## config.mk

```make
export PLATFORM = sky130hd
export DESIGN_NAME = crsp_lane
export DESIGN_NICKNAME = d
export VERILOG_FILES = /design/src/sv/crsp_pkg.sv /design/src/sv/crsp_lane.sv
export SDC_FILE = /design/constraint.sdc
export NUM_CORES = 2
export LEC_CHECK = 0
export BUFFER_PORTS_ARGS = -buffer_cell sky130_fd_sc_hd__buf_4
export CAP_MARGIN = 40
export CORE_MARGIN = 2
export CORE_UTILIZATION = 60
export DETAILED_ROUTE_END_ITERATION = 16
export MAX_ROUTING_LAYER = met4
export PLACE_DENSITY = 0.77
export SYNTH_ARGS = -nofsm -noshare
export SYNTH_HDL_FRONTEND = slang
export SYNTH_SLANG_ARGS = --single-unit
```

## constraint.sdc

```tcl
create_clock -name clk -period 22.6 [get_ports clk]
set_clock_uncertainty 0.2 [all_clocks]
set_input_delay 4.52 -clock clk [delete_from_list [all_inputs] [get_ports clk]]
set_output_delay 4.52 -clock clk [all_outputs]
set_load 0.01 [all_outputs]
```

## src/sv/crsp_pkg.sv

```systemverilog
// ============================================================================
// crsp_pkg: shared constants for the Catmull-Rom spline point evaluator
// Port widths, default parameter values and the pipeline stage numbering.
// ============================================================================
package crsp_pkg;

  // Fixed port widths.
  localparam int unsigned POINT_WIDTH   = 48;
  localparam int unsigned PARAM_T_WIDTH = 16;

  // Defaults for the top-level parameters.
  localparam int unsigned COORD_WIDTH_DEF = 16;
  localparam int unsigned T_FRAC_BITS_DEF = 15;

  localparam int unsigned NUM_AXES   = 3;
  localparam int unsigned NUM_POINTS = 4;

  // Pipeline stage numbering, one register rank per stage.
  localparam int unsigned ST_CLAMP   = 0;
  localparam int unsigned ST_SQ_MUL  = 1;
  localparam int unsigned ST_SQ_RND  = 2;
  localparam int unsigned ST_CU_MUL  = 3;
  localparam int unsigned ST_CU_RND  = 4;
  localparam int unsigned ST_WEIGHT  = 5;
  localparam int unsigned ST_PROD    = 6;
  localparam int unsigned ST_SUM     = 7;
  localparam int unsigned ST_OUT     = 8;
  localparam int unsigned NUM_STAGES = 9;

endpackage

```

## src/sv/crsp_lane.sv

```systemverilog
// ============================================================================
// crsp_lane: one axis lane
// Delays the four coordinates of one axis until the weights are ready, then
// forms the four weighted products and their sum plus the rounding offset.
// ============================================================================
module crsp_lane #(
  parameter int unsigned COORD_WIDTH = crsp_pkg::COORD_WIDTH_DEF,
  parameter int unsigned T_FRAC_BITS = crsp_pkg::T_FRAC_BITS_DEF
) (
  input  logic                                        clk,
  input  logic [crsp_pkg::NUM_STAGES-1:0]             en,
  input  logic signed [COORD_WIDTH-1:0]               coord  [crsp_pkg::NUM_POINTS],
  input  logic signed [T_FRAC_BITS+3:0]               weight [crsp_pkg::NUM_POINTS],
  output logic signed [T_FRAC_BITS+COORD_WIDTH+6:0]   sum
);

  localparam int unsigned WW = T_FRAC_BITS + 4;
  localparam int unsigned PW = WW + COORD_WIDTH;
  localparam int unsigned SW = PW + 3;
  localparam int unsigned DEPTH = crsp_pkg::ST_WEIGHT + 1;
  localparam logic signed [SW-1:0] RND = SW'(64'd1 << T_FRAC_BITS);

  logic signed [COORD_WIDTH-1:0] cpipe [DEPTH][crsp_pkg::NUM_POINTS];
  logic signed [PW-1:0]          prod  [crsp_pkg::NUM_POINTS];

  // Coordinate delay line, aligned with the weight pipeline.
  always_ff @(posedge clk) begin
    if (en[crsp_pkg::ST_CLAMP]) begin
      cpipe[0] <= coord;
    end
    for (int s = 1; s < DEPTH; s++) begin
      if (en[s]) begin
        cpipe[s] <= cpipe[s-1];
      end
    end
  end

  always_ff @(posedge clk) begin
    if (en[crsp_pkg::ST_PROD]) begin
      for (int i = 0; i < crsp_pkg::NUM_POINTS; i++) begin
        prod[i] <= PW'(weight[i]) * PW'(cpipe[DEPTH-1][i]);
      end
    end
    if (en[crsp_pkg::ST_SUM]) begin
      sum <= SW'(prod[0]) + SW'(prod[1]) + SW'(prod[2]) + SW'(prod[3]) + RND;
    end
  end

endmodule

```

# --- Yosys cells after proc, flatten, opt, wreduce, memory -nomap -nowiden ---
# Memories as Yosys holds them, arrays and structs flattened.
# Index checks and enable logic that the tools add are counted.
word_totals:
  ram_bits: 524
  inputBits: 150
  regBits: 38
  output_inout_bits: 38
  mem_count: 2
  wordCells: 25
memory_table:
  columns: ["name", "words", "width", "rd", "rd_clocked_by_memory_dff", "wr", "line_no", "source"]
  rows:
  - ["cpipe", 6, 64, 6, 0, 6, "crsp_lane.sv:23", "logic signed [COORD_WIDTH-1:0] cpipe [DEPTH][crsp_pkg::NUM_POINTS];"]
  - ["prod", 4, 35, 4, 0, 4, "crsp_lane.sv:24", "logic signed [PW-1:0] prod [crsp_pkg::NUM_POINTS];"]
classes:
  mul: 4
  addsub: 4
  muxes: 14
ops:
  columns: ["cell", "count"]
  rows:
  - ["$mul A19 B16 Y35", 4]
  - ["$add A37 B35 Y38", 1]
  - ["$add A38 B17 Y38 const B", 1]
  - ["$add A36 B35 Y37", 1]
  - ["$add A35 B35 Y36", 1]
  - ["$mux W1", 14]

# --- Depth between registers and ports, before layout ---
logic_depth:
  ltp_word: 4
  depth_mapped: 25
  ltp_nobuf: 22

# --- Worst setup path before layout ---
# Ideal clock, no wire load.
synth_path:
  path_kind: "input-to-reg"
  from: "input weight[75] (netlist name)"
  to: "memory prod[0][34] (netlist name) (data pin)"
  path_slack_ps: 11939
  setup_time_ps: 259
  arrival_ps: 10202
  cell_stages: 23
  path_buffers: 1
  required_ps: 22141
  path_cell_list: "clkbuf_1 > nand2_1 > inv_1 > fa_1 > fa_1 > inv_1 > fa_1 > inv_1 > fa_1 > fa_1 > inv_1 > fa_1 > inv_1 > ha_1 > nand4_1 > or2_2 > nor2_1 > nand2_1 > a2111oi_2 > a2111oi_4 > o21ai_1 > a21oi_1 > xnor2_1"
synth_rtl:
  columns: ["element", "line_no", "source"]
  rows:
  - ["start, declared", "crsp_lane.sv:13", "input logic signed [T_FRAC_BITS+3:0] weight [crsp_pkg::NUM_POINTS],"]
  - ["end, declared", "crsp_lane.sv:24", null]

==> results by group <==
Final layout
  – Most common cell after layout, fill and taps aside: inv_1
  – Nets: 7808
  – Commonest cells after routing, fill and taps aside: 1356 x inv_1, 1287 x fa_1, 641 x nand2_1
  – Share of cells above drive strength 1: 0.0549
  – Layout area overhead: 7.01%

Synthesis
  – Adder-cell share of the synthesized area: 0.476
  – Post-synthesis xor/xnor area fraction: 0.0249
  – Post-synthesis compound-gate area fraction: 0.0415
  – Mapped Area: between 60000 and 70000 um2
  – Avg Synthesized Cell Area: 11.1 um2
  – Number of flops mapped to enable cells by yosys: roughly 560
  – Post-synthesis sequential area ratio: 0.258
  – Register bit count reported by yosys: roughly 560
  – FFs w/ async S/R, synth: 0
  – Simple-Gate Fraction of Synth Area: 0.111
  – Largest family of logic cells by synthesized area: adder cells
  – Yosys cell types: 70
  – Cells after Synth: 5869
  – Primary FF master, synth: edfxtp_1
  – Multiplexer area fraction after synthesis: 0
  – Synth Warn #: 0
  – Net count of the mapped netlist: between 7k and 8k

GRT
  – Gr usage total: 0.287
  – Vias in the first global route: approximately 45k
  – Pin count of the biggest net entering global routing: 85
  – Initial antenna violation count: 2
  – First-pass GRT wire length: roughly 240 mm
  – Grt total ovfl: 0

CTS
  – Post-CTS Resized: 0
  – H-tree Lvls: 2
  – Clock buffer depth: 3
  – Worst-skew pair later-pin latency: roughly 700 ps
  – CTS tree: done
  – Clock sink total: approximately 560
  – Reg clk slew, reported paths: about 80 ps
  – Clock Tree Root: clkbuf_16
  – Post-CTS Setup Bufs: 0
  – Inserted Clock Buffers: 60
  – Hold buffers post-CTS: 0

Detailed routing
  – Via Count: around 41k
  – DRT Pass-1 Iters: 8
  – Vias per cell: ~5.5
  – DR WL/cell: 19.8 um
  – DRC: 0
  – Routed Antenna Nets: 0
  – Final wirelength: 147 mm
  – DRT iter0 DRCs: roughly 2.7k

STA
  – Max Slew Vio Count: 0
  – Upper clock frequency limit: roughly 0.094 GHz
  – Final Cycle Share: 0.472
  – Slew @ Worst Pin: slightly below 1000 ps
  – Setup TNS: 0 ps
  – RSZ-0062 raised after global routing: no
  – Fin. Hold Viols: 0
  – Final WS setup: 11930 ps
  – Clock period minus worst slack: about 11000 ps
  – Relative slew slack: 0.341
  – Final setup viols: 0

Floorplanning
  – Initial Utilization: 0.603
  – Row cnt: 121
  – Die height: between 300 and 400 um
  – Core Region: 108000 um2
  – I/O pin cnt: 188
  – Die area: between 100000 and 150000 um2
  – Die width: 334 um

Critical path
  – CP top delay family: adder cells
  – Crit path cell chain: buf_4 -> nand2_1 -> inv_1 -> fa_1 -> fa_1 -> fa_1 -> fa_1 -> fa_1 -> inv_1 -> fa_1 -> inv_1 -> ha_1 -> nand4_1 -> nor3_1 -> or4_4 -> a211oi_2 -> o41a_1 -> o21ai_1 -> a31o_1 -> a21oi_2 -> xnor2_1
  – Max stage delay on crit path: around 770 ps
  – CP Data Arrival Time: between 10000 and 15000 ps
  – Critical path buffer and inverter count: 4
  – R2R setup slack: 14950 ps
  – Critical Path Source Type: primary input
  – Master of the slowest instance on the critical path: fa_1
  – Critical Path RT: 22780 ps
  – Crit-path max FO: 16
  – Crit Path Class: primary input to register
  – Crit path top cell by count: fa_1
  – CP endpoint kind: register

Flow run
  – Max_cap viols: 0

Placement
  – GPL Wtd Cong: around 0.92
  – Place WS: roughly 11000 ps
  – Port Buffers: 186
  – Dpl hpwl: 115 mm

Hold path
  – Worst hold path class: register to register

Run status
  – Run status: finished clean
-- cell families (layout without fill, tap and decap cells) --
| kind of cell | after synthesis | after routing |
|---|---|---|
| AO/OA/AOI/OAI | 398 | 398 |
| XOR/XNOR | 186 | 186 |
| adder cells (fa/ha/maj) | 1711 | 1711 |
| buffers and inverters | 1538 | 1665 |
| flip-flops | 562 | 562 |
| other | 0 | 3 |
| AND/OR/NAND/NOR | 1474 | 1474 |
-- path summary, 6_finish.rpt --
| path | startpoint | end | cells past startpoint |
|---|---|---|---|
| worst max register to register | cpipe[5][23] | prod[2][33] | 22 |
| worst min-delay path | cpipe[4][41] | cpipe[5][41] | 0 |
| worst max-delay path | weight[56] | prod[1][34] | 21 |
| worst min register to register | cpipe[4][41] | cpipe[5][41] | 0 |
-- through the flow --
step	cell area (um2)	hold slack, ps	cells	util
floorplan	65300	200	5869	-
global route	69900	210	7411	0.645
CTS	69900	205	7409	0.645
global placement	67900	200	7294	0.626
detailed placement	67900	205	7298	0.627
finish	69900	200	7413	0.645
-- sequential cells by signal, summed over array words and instances (netlist names) --
register	cells
cpipe	384
prod	140
sum	38
-- synthesized netlist by cell type, types with 11 or more instances --
library cell  instances  area (um2)
a211oi_1             18         135
a21o_1               62         465
a21oi_1             119         596
a31oi_1              14        87.6
and2_1              571        3570
buf_1                11        41.3
clkbuf_1            166         623
edfxtp_1            562       16900
fa_1               1287       25800
ha_1                424        5310
inv_1              1356        5090
nand2_1             641        2410
nand2b_1             33         206
nand3_1              32         160
nand4_1              12        75.1
nor2_1              128         480
nor3_1               17        85.1
o21a_1               13        97.6
o21ai_0              58         290
o21bai_1             20         150
xnor2_1             137        1200
xor2_1               49         429
-- layer usage --
| metal | share of wire | track usage |
|---|---|---|
| met5 | 0 | - |
| met2 | 0.49 | 0.461 |
| met1 | 0.41 | 0.381 |
| met4 | 0.038 | 0.102 |
| met3 | 0.067 | 0.0387 |
-- layout make-up --
cell class,instances,area [um2]
multi-input combinational,3769,42700
fill,8348,38500
sequential,562,16900
inverter,1356,5090
tap,1414,1770
timing repair buffer,198,1540
clock buffer,68,1530
clock inverter,43,425
antenna,3,7.51
Power is left out: the tool's default activity adds up to more than one toggle a clock period on the data nets, which glitch-free logic cannot reach.
