`config.mk`:
```
export PLATFORM = sky130hd
export DESIGN_NAME = crsp_weight
export DESIGN_NICKNAME = d
export VERILOG_FILES = /design/src/sv/crsp_pkg.sv /design/src/sv/crsp_weight.sv
export SDC_FILE = /design/constraint.sdc
export NUM_CORES = 1
export LEC_CHECK = 0
export BUFFER_PORTS_ARGS = -buffer_cell sky130_fd_sc_hd__buf_4
export CAP_MARGIN = 20
export CORE_ASPECT_RATIO = 1.1
export CORE_MARGIN = 2
export CORE_UTILIZATION = 60
export DETAILED_ROUTE_END_ITERATION = 12
export GPL_ROUTABILITY_DRIVEN = 0
export GPL_TIMING_DRIVEN = 0
export PLACE_DENSITY = 0.78
export RECOVER_POWER = 50
export SYNTH_ARGS = -nofsm -noshare
export SYNTH_HDL_FRONTEND = slang
export SYNTH_SLANG_ARGS = --single-unit
```
`constraint.sdc`:
```
create_clock -name clk -period 8.9 [get_ports clk]
set_input_delay 0.445 -clock clk [delete_from_list [all_inputs] [get_ports clk]]
set_output_delay 0.445 -clock clk [all_outputs]
set_load 0.02 [all_outputs]
```
`src/sv/crsp_pkg.sv`:
```
// ============================================================================
// crsp_pkg: shared constants for the Catmull-Rom spline point evaluator
// Port widths, default parameter values and the pipeline stage numbering.
// ============================================================================
package crsp_pkg;

  // Fixed port widths.
  localparam int unsigned POINT_WIDTH   = 48;
  localparam int unsigned PARAM_T_WIDTH = 16;

  // Defaults for the top-level parameters.
  localparam int unsigned COORD_WIDTH_DEF = 16;
  localparam int unsigned T_FRAC_BITS_DEF = 15;

  localparam int unsigned NUM_AXES   = 3;
  localparam int unsigned NUM_POINTS = 4;

  // Pipeline stage numbering, one register rank per stage.
  localparam int unsigned ST_CLAMP   = 0;
  localparam int unsigned ST_SQ_MUL  = 1;
  localparam int unsigned ST_SQ_RND  = 2;
  localparam int unsigned ST_CU_MUL  = 3;
  localparam int unsigned ST_CU_RND  = 4;
  localparam int unsigned ST_WEIGHT  = 5;
  localparam int unsigned ST_PROD    = 6;
  localparam int unsigned ST_SUM     = 7;
  localparam int unsigned ST_OUT     = 8;
  localparam int unsigned NUM_STAGES = 9;

endpackage

```
`src/sv/crsp_weight.sv`:
```
// ============================================================================
// crsp_weight: basis weight pipeline
// Clamps t, forms rounded t^2 and t^3, then the four cubic basis weights.
// ============================================================================
module crsp_weight #(
  parameter int unsigned T_FRAC_BITS = crsp_pkg::T_FRAC_BITS_DEF
) (
  input  logic                                    clk,
  input  logic [crsp_pkg::NUM_STAGES-1:0]         en,
  input  logic [crsp_pkg::PARAM_T_WIDTH-1:0]      param_t,
  output logic signed [T_FRAC_BITS+3:0]           weight [crsp_pkg::NUM_POINTS]
);

  localparam int unsigned TW = T_FRAC_BITS + 1;
  localparam int unsigned WW = T_FRAC_BITS + 4;
  localparam int unsigned RW = 2 * TW + 1;
  localparam logic [TW-1:0] T_ONE = {1'b1, {T_FRAC_BITS{1'b0}}};
  localparam logic [RW-1:0] HALF  = RW'({1'b1, {(T_FRAC_BITS - 1){1'b0}}});

  logic [TW-1:0]   t_s0, t_s1, t_s2, t_s3, t_s4;
  logic [2*TW-1:0] sq_s1;
  logic [TW-1:0]   t2_s2, t2_s3, t2_s4;
  logic [2*TW-1:0] cu_s3;
  logic [TW-1:0]   t3_s4;
  logic [RW-1:0]   sq_sum, cu_sum;
  logic signed [WW-1:0] tw, t2w, t3w, onew;

  assign sq_sum = RW'(sq_s1) + HALF;
  assign cu_sum = RW'(cu_s3) + HALF;

  always_ff @(posedge clk) begin
    if (en[crsp_pkg::ST_CLAMP]) begin
      t_s0 <= (32'(param_t) > 32'(T_ONE)) ? T_ONE : TW'(param_t);
    end
    if (en[crsp_pkg::ST_SQ_MUL]) begin
      sq_s1 <= t_s0 * t_s0;
      t_s1  <= t_s0;
    end
    if (en[crsp_pkg::ST_SQ_RND]) begin
      t2_s2 <= TW'(sq_sum >> T_FRAC_BITS);
      t_s2  <= t_s1;
    end
    if (en[crsp_pkg::ST_CU_MUL]) begin
      cu_s3 <= t2_s2 * t_s2;
      t2_s3 <= t2_s2;
      t_s3  <= t_s2;
    end
    if (en[crsp_pkg::ST_CU_RND]) begin
      t3_s4 <= TW'(cu_sum >> T_FRAC_BITS);
      t2_s4 <= t2_s3;
      t_s4  <= t_s3;
    end
  end

  assign tw   = $signed(WW'(t_s4));
  assign t2w  = $signed(WW'(t2_s4));
  assign t3w  = $signed(WW'(t3_s4));
  assign onew = $signed(WW'(T_ONE));

  // w0 = -t3 + 2t2 - t, w1 = 3t3 - 5t2 + 2, w2 = -3t3 + 4t2 + t, w3 = t3 - t2.
  always_ff @(posedge clk) begin
    if (en[crsp_pkg::ST_WEIGHT]) begin
      weight[0] <= (t2w <<< 1) - t3w - tw;
      weight[1] <= (t3w <<< 1) + t3w - (t2w <<< 2) - t2w + (onew <<< 1);
      weight[2] <= (t2w <<< 2) + tw - (t3w <<< 1) - t3w;
      weight[3] <= t3w - t2w;
    end
  end

endmodule

```
# Yosys cells after proc, flatten, opt, wreduce, memory -nomap -nowiden
# Cells that the tools add are included.
dict set report word_totals {
  output_inout_bits 76
  wordCells 30
  input_bits 26
  regBits 282
}
dict set report op_classes {
  n_addsub 12
  order_cmp 1
  n_mul 2
}
# operator n
set ops {}
lappend ops {{adder 31 x 15 -> 31 bit (second input constant)} 2}
lappend ops {{multiplier 16 x 16 -> 31 bit} 2}
lappend ops {{subtractor 19 x 17 -> 19 bit} 2}
lappend ops {{adder 18 x 16 -> 19 bit} 1}
lappend ops {{adder 19 x 18 -> 19 bit (second input constant)} 1}
lappend ops {{subtractor 18 x 17 -> 19 bit} 1}
lappend ops {{subtractor 18 x 18 -> 19 bit} 1}
lappend ops {{subtractor 19 x 18 -> 19 bit} 1}
lappend ops {{adder 17 x 16 -> 18 bit} 1}
lappend ops {{subtractor 17 x 16 -> 18 bit} 1}
lappend ops {{subtractor 16 x 16 -> 17 bit} 1}
lappend ops {{greater-than comparator 16 bit (second input constant)} 1}

# Depth between registers and ports, before layout
dict set report depth {
  depth_word 4
  mapped_depth 24
  ltp_nobuf 23
}

# Least setup slack after synthesis
# OpenSTA, ideal clock, no wires.
dict set report synth_path {
  path_kind {register to register}
  startpoint {register t_s0[6]}
  endpoint {register sq_s1[30] (data pin)}
  stages_incl_launch_ff 21
  path_slack_ns 2.944
  setup_time_ns 0.259
  t_required_ns 8.641
  period_less_slack_ns 5.956
  path_buffers 1
  arrival_ns 5.697
  path_cell_list {edfxtp_1 clkbuf_1 nand2_1 fa_1 inv_1 fa_1 fa_1 fa_1 fa_1 inv_1 fa_1 inv_1 ha_1 a2111oi_0 o21ai_1 o21ai_0 o21ai_0 nor3_2 nor3_2 o211a_1 a211o_1}
}
dict set report synth_between {
  elab_chain_len 1
}
# item line
set synth_rtl {}
lappend synth_rtl {{from (decl)} crsp_weight.sv:20} ;# logic [TW-1:0] t_s0, t_s1, t_s2, t_s3, t_s4;
lappend synth_rtl {{from (signal assigned)} crsp_weight.sv:33} ;# t_s0 <= (32'(param_t) > 32'(T_ONE)) ? T_ONE : TW'(param_t);
lappend synth_rtl {{multiplier 16 x 16 -> 31 bit} crsp_weight.sv:36} ;# sq_s1 <= t_s0 * t_s0;
lappend synth_rtl {{to (signal assigned)} crsp_weight.sv:36}
lappend synth_rtl {{to (decl)} crsp_weight.sv:21} ;# logic [2*TW-1:0] sq_s1;
# Every way passes these cells.
# A chain may end at the register's enable or synchronous reset.

# Worst setup path after layout
dict set report layout_path {
  startpoint {register t_s0[4]}
  endpoint {register sq_s1[30] (data pin)}
}
# The elaborated chain is that of the path after synthesis.

==> run_results.csv <==
group,metric,value,unit
run_status,status,"finished with violations",
setup_path,worst-setup-path-type,"register to register",
cells_and_area,nets,3447,
setup_path,crit_fanout,10,
logic_synthesis,synthDistinctLibCells,68,
timing,tightest_slew,3.568,ns
worst_hold_path,min_from,"param_t[15]",
global_routing,antenna_found_initial,1,
clock_network,clk_pin_slew,0.07,ns
setup_path,worstPathRequired,9.22,ns
logic_synthesis,synth_nets,3321,
logic_synthesis,ys_seq_elements,250,
logic_synthesis,netlist_area,27890,sq um
clock_network,post_cts_buffers,0,
timing,finClkSkew,0.01706,ns
setup_path,critPathArrivalTime,7.53,ns
global_routing,overflow,0,
floorplanning,die_w,209.6,um
global_routing,grt_max_degree,73,
cells_and_area,diodes,0,
setup_path,path_common_cell,"fa_1",
setup_path,reg2reg_slack,1.69,ns
setup_path,cp.buffers_inverters,5,
drt,remaining_drc_errors,0,
logic_synthesis,ys.flop_type,"edfxtp_1",
setup_path,critical_path.endpoint_type,"register",
setup_path,worst_path_dominant_cell_family,"adder cells",
clock_network,cts_tree,"yes",
drt,vias,18561,
setup_path,cp_cell_sequence,"clkbuf_1 -> clkbuf_1 -> nand2_1 -> fa_1 -> fa_1 -> inv_1 -> ha_1 -> fa_1 -> fa_1 -> inv_1 -> fa_1 -> inv_1 -> ha_1 -> a211oi_1 -> o21ai_0 -> o2111ai_1 -> a21oi_1 -> nor3_2 -> nor3_2 -> o211a_1 -> a211o_1",
floorplanning,die_h,230.1,um
logic_synthesis,synth_warnings,0,
setup_path,cp_slowest_stage_delay,0.56,ns
timing,setup_violations,0,
logic_synthesis,yosysSeqAreaShare,26.92,%
logic_synthesis,synthArstFlopShare,0,%
placement,port_buffers,97,
drt,drt_iter0_markers,1128,
run_status,failed_checks,"capacitance limit, slew limit",
run,drv_cap,5,
timing,final-hold-violation-count,0,
floorplanning,core,45760,sq um
setup_path,cpMaxStageDelayCell,"fa_1",
global_routing,grt_pass1_wl,97920,um
drt,viasPerCell,5.577,
global_routing,first_global_vias,20596,
clock_network,cts_root_buf,"clkbuf_16",
floorplanning,fp.dieArea,48220,sq um
global_routing,grtUsageTotal,25.65,%
placement,hpwlAfterDp,49480,um
logic_synthesis,synthCells,2594,
cells_and_area,final_common_cell,"inv_1",
clock_network,cts_sinks,250,
timing,drv_slew,239,
clock_network,clk_latency,0.58,ns
setup_path,regToRegEndpoint,"sq_s1[30]",
cells_and_area,multiInputGateArea,18140,sq um
clock_network,cts_buffer_depth,3,
worst_hold_path,hold_class,"primary input to register",
cells_and_area,drive_above_1_share,5.803,%
floorplanning,initial_utilization,60.94,%
drt,wirelength,59030,um
clock_network,cts_buffers,27,
timing,tns,0,ns
cells_and_area,seq_area,7507,sq um
timing,clock.fmax,138.7,MHz
cells_and_area,final_cell_mix,"inv_1 (535), fa_1 (416), ha_1 (285)",
worst_hold_path,hold_path_end,"t_s0[15]",
floorplanning,io_pins,102,
setup_path,timing.rr.start,"t_s0[4]",
drt,routedWlPerCell,17.74,um
setup_path,critical_path.startpoint_type,"register",
timing,post-route-period-util,81.02,%
drt,antenna_left,0,
logic_synthesis,synth_edf_count,250,
worst_hold_path,holdPathStages,1,
clock_network,cts_max_level,1,
cells_and_area,areaGrowthSynthToFinish,8.386,%
timing,setup_ws,1.690,ns
timing,min_period,7.210,ns
timing,relSlewSlack,-137.8,%
timing,rsz0062_at_grt,"no",
floorplanning,rows,82,
drt,drtPass1Iterations,5,
cells_and_area,fillCellCount,3433,
clock_network,cts_resized,0,
logic_synthesis,syn_area_per_cell,10.75,sq um
placement,pre_cts_ws,1.754,ns
clock_network,holdBufCountCts,0,
setup_path,reg2reg_depth,21,
==> worst register-to-register path, delay by kind of cell (launching register included) <==
kind	cells	cell delay, ns
adders and majority gates	7	2.97
AOI/OAI and AO/OA	6	1.80
buffers and inverters	5	1.06
and+or+nand+nor	3	0.60
DFF	1	0.52
==> synthesized netlist by cell type (all sizes together), types with 3 or more instances <==
library cell  number  area (sq um)
nand4              6         37.54
xor2              40         350.3
ha               285          3566
o21ai             48         240.2
nand2            249         934.7
nor2              59         221.5
a22o               3         26.28
buf                5         33.78
inv              535          2008
edfxtp           250          7507
a21oi             76         387.9
xnor2            102         893.4
clkbuf            52         195.2
nand3             32         160.2
and2             173          1082
nor2b             29         181.4
or2                9         56.30
a31o               3         26.28
o311ai             4         42.55
a41oi              6         52.55
o2111ai            6         52.55
o31ai              9         67.56
a21o              32         240.2
and4               3         26.28
nand2b            16         100.1
a31oi             11         68.82
a21boi             3         22.52
o21a              12         90.09
nand3b             4         30.03
a211o              4         35.03
o21bai            10         75.07
fa               416          8328
nor3              24         135.1
o211ai             4         30.03
nor4               5         46.29
or3               11         68.82
and3              20         125.1
nor3b              3         22.52
a211oi            10         80.07
==> sequential cells by signal, summed over array words and instances, names as in the netlist <==
| register | cells |
|---|---|
| t3_s4 | 16 |
| t_s4 | 16 |
| t_s1 | 16 |
| cu_s3 | 17 |
| t2_s3 | 16 |
| t_s0 | 16 |
| sq_s1 | 17 |
| weight | 72 |
| t_s2 | 16 |
| t2_s4 | 16 |
| t_s3 | 16 |
| t2_s2 | 16 |
==> worst max-delay path by stage <==
stage                end  cells after the start    start
2_1_floorplan  sq_s1[30]                     20  t_s0[6]
3_3_place_gp   sq_s1[30]                     19  t_s0[4]
3_5_place_dp   sq_s1[30]                     21  t_s0[4]
4_1_cts        sq_s1[30]                     21  t_s0[4]
5_1_grt        sq_s1[30]                     21  t_s0[4]
6_report       sq_s1[30]                     21  t_s0[4]
==> metrics by stage <==
stage	util (%)	hold WS (ns)	cells	instance area (sq um)
after floorplan	-	0.4003	2594	27890
after global placement	64.14	0.4025	3279	29350
after detailed placement	64.14	0.4045	3279	29350
after CTS	66.10	0.03298	3328	30250
after global routing	66.05	0.07128	3328	30230
final	66.05	0.04888	3328	30230
==> final cells by class <==
| type | instances | share of cell area [%] |
|---|---|---|
| plain buffers | 57 | 0.7575 |
| clock buffers | 29 | 2.260 |
| clock inverters | 20 | 0.7079 |
| inverters | 535 | 6.644 |
| multi-input cells | 1752 | 60.02 |
| flip-flops and latches | 250 | 24.84 |
| well taps | 588 | 2.434 |
| repair buffers | 97 | 2.335 |
==> per-layer routing <==
metal	global-route usage, %	wire [um]	vias up
met4	14.27	4044	0
li1	-	-	8543
met5	0	0	-
met3	3.264	3146	262
met2	48.90	31180	642
met1	27.27	20650	9114
==> cell families after synthesis <==
| family | Yosys count | synth area share [%] |
|---|---|---|
| flip-flops | 250 | 26.92 |
| adder cells (fa/ha/maj) | 701 | 42.65 |
| XOR/XNOR | 142 | 4.460 |
| multiplexers | 2 | 0.07627 |
| buffers and inverters | 592 | 8.022 |
| AO/OA/AOI/OAI | 260 | 6.151 |
| AND/OR/NAND/NOR | 647 | 11.72 |
Power is left out: the tool's default activity adds up to more than one toggle a clock period on the data nets, which glitch-free logic cannot reach.
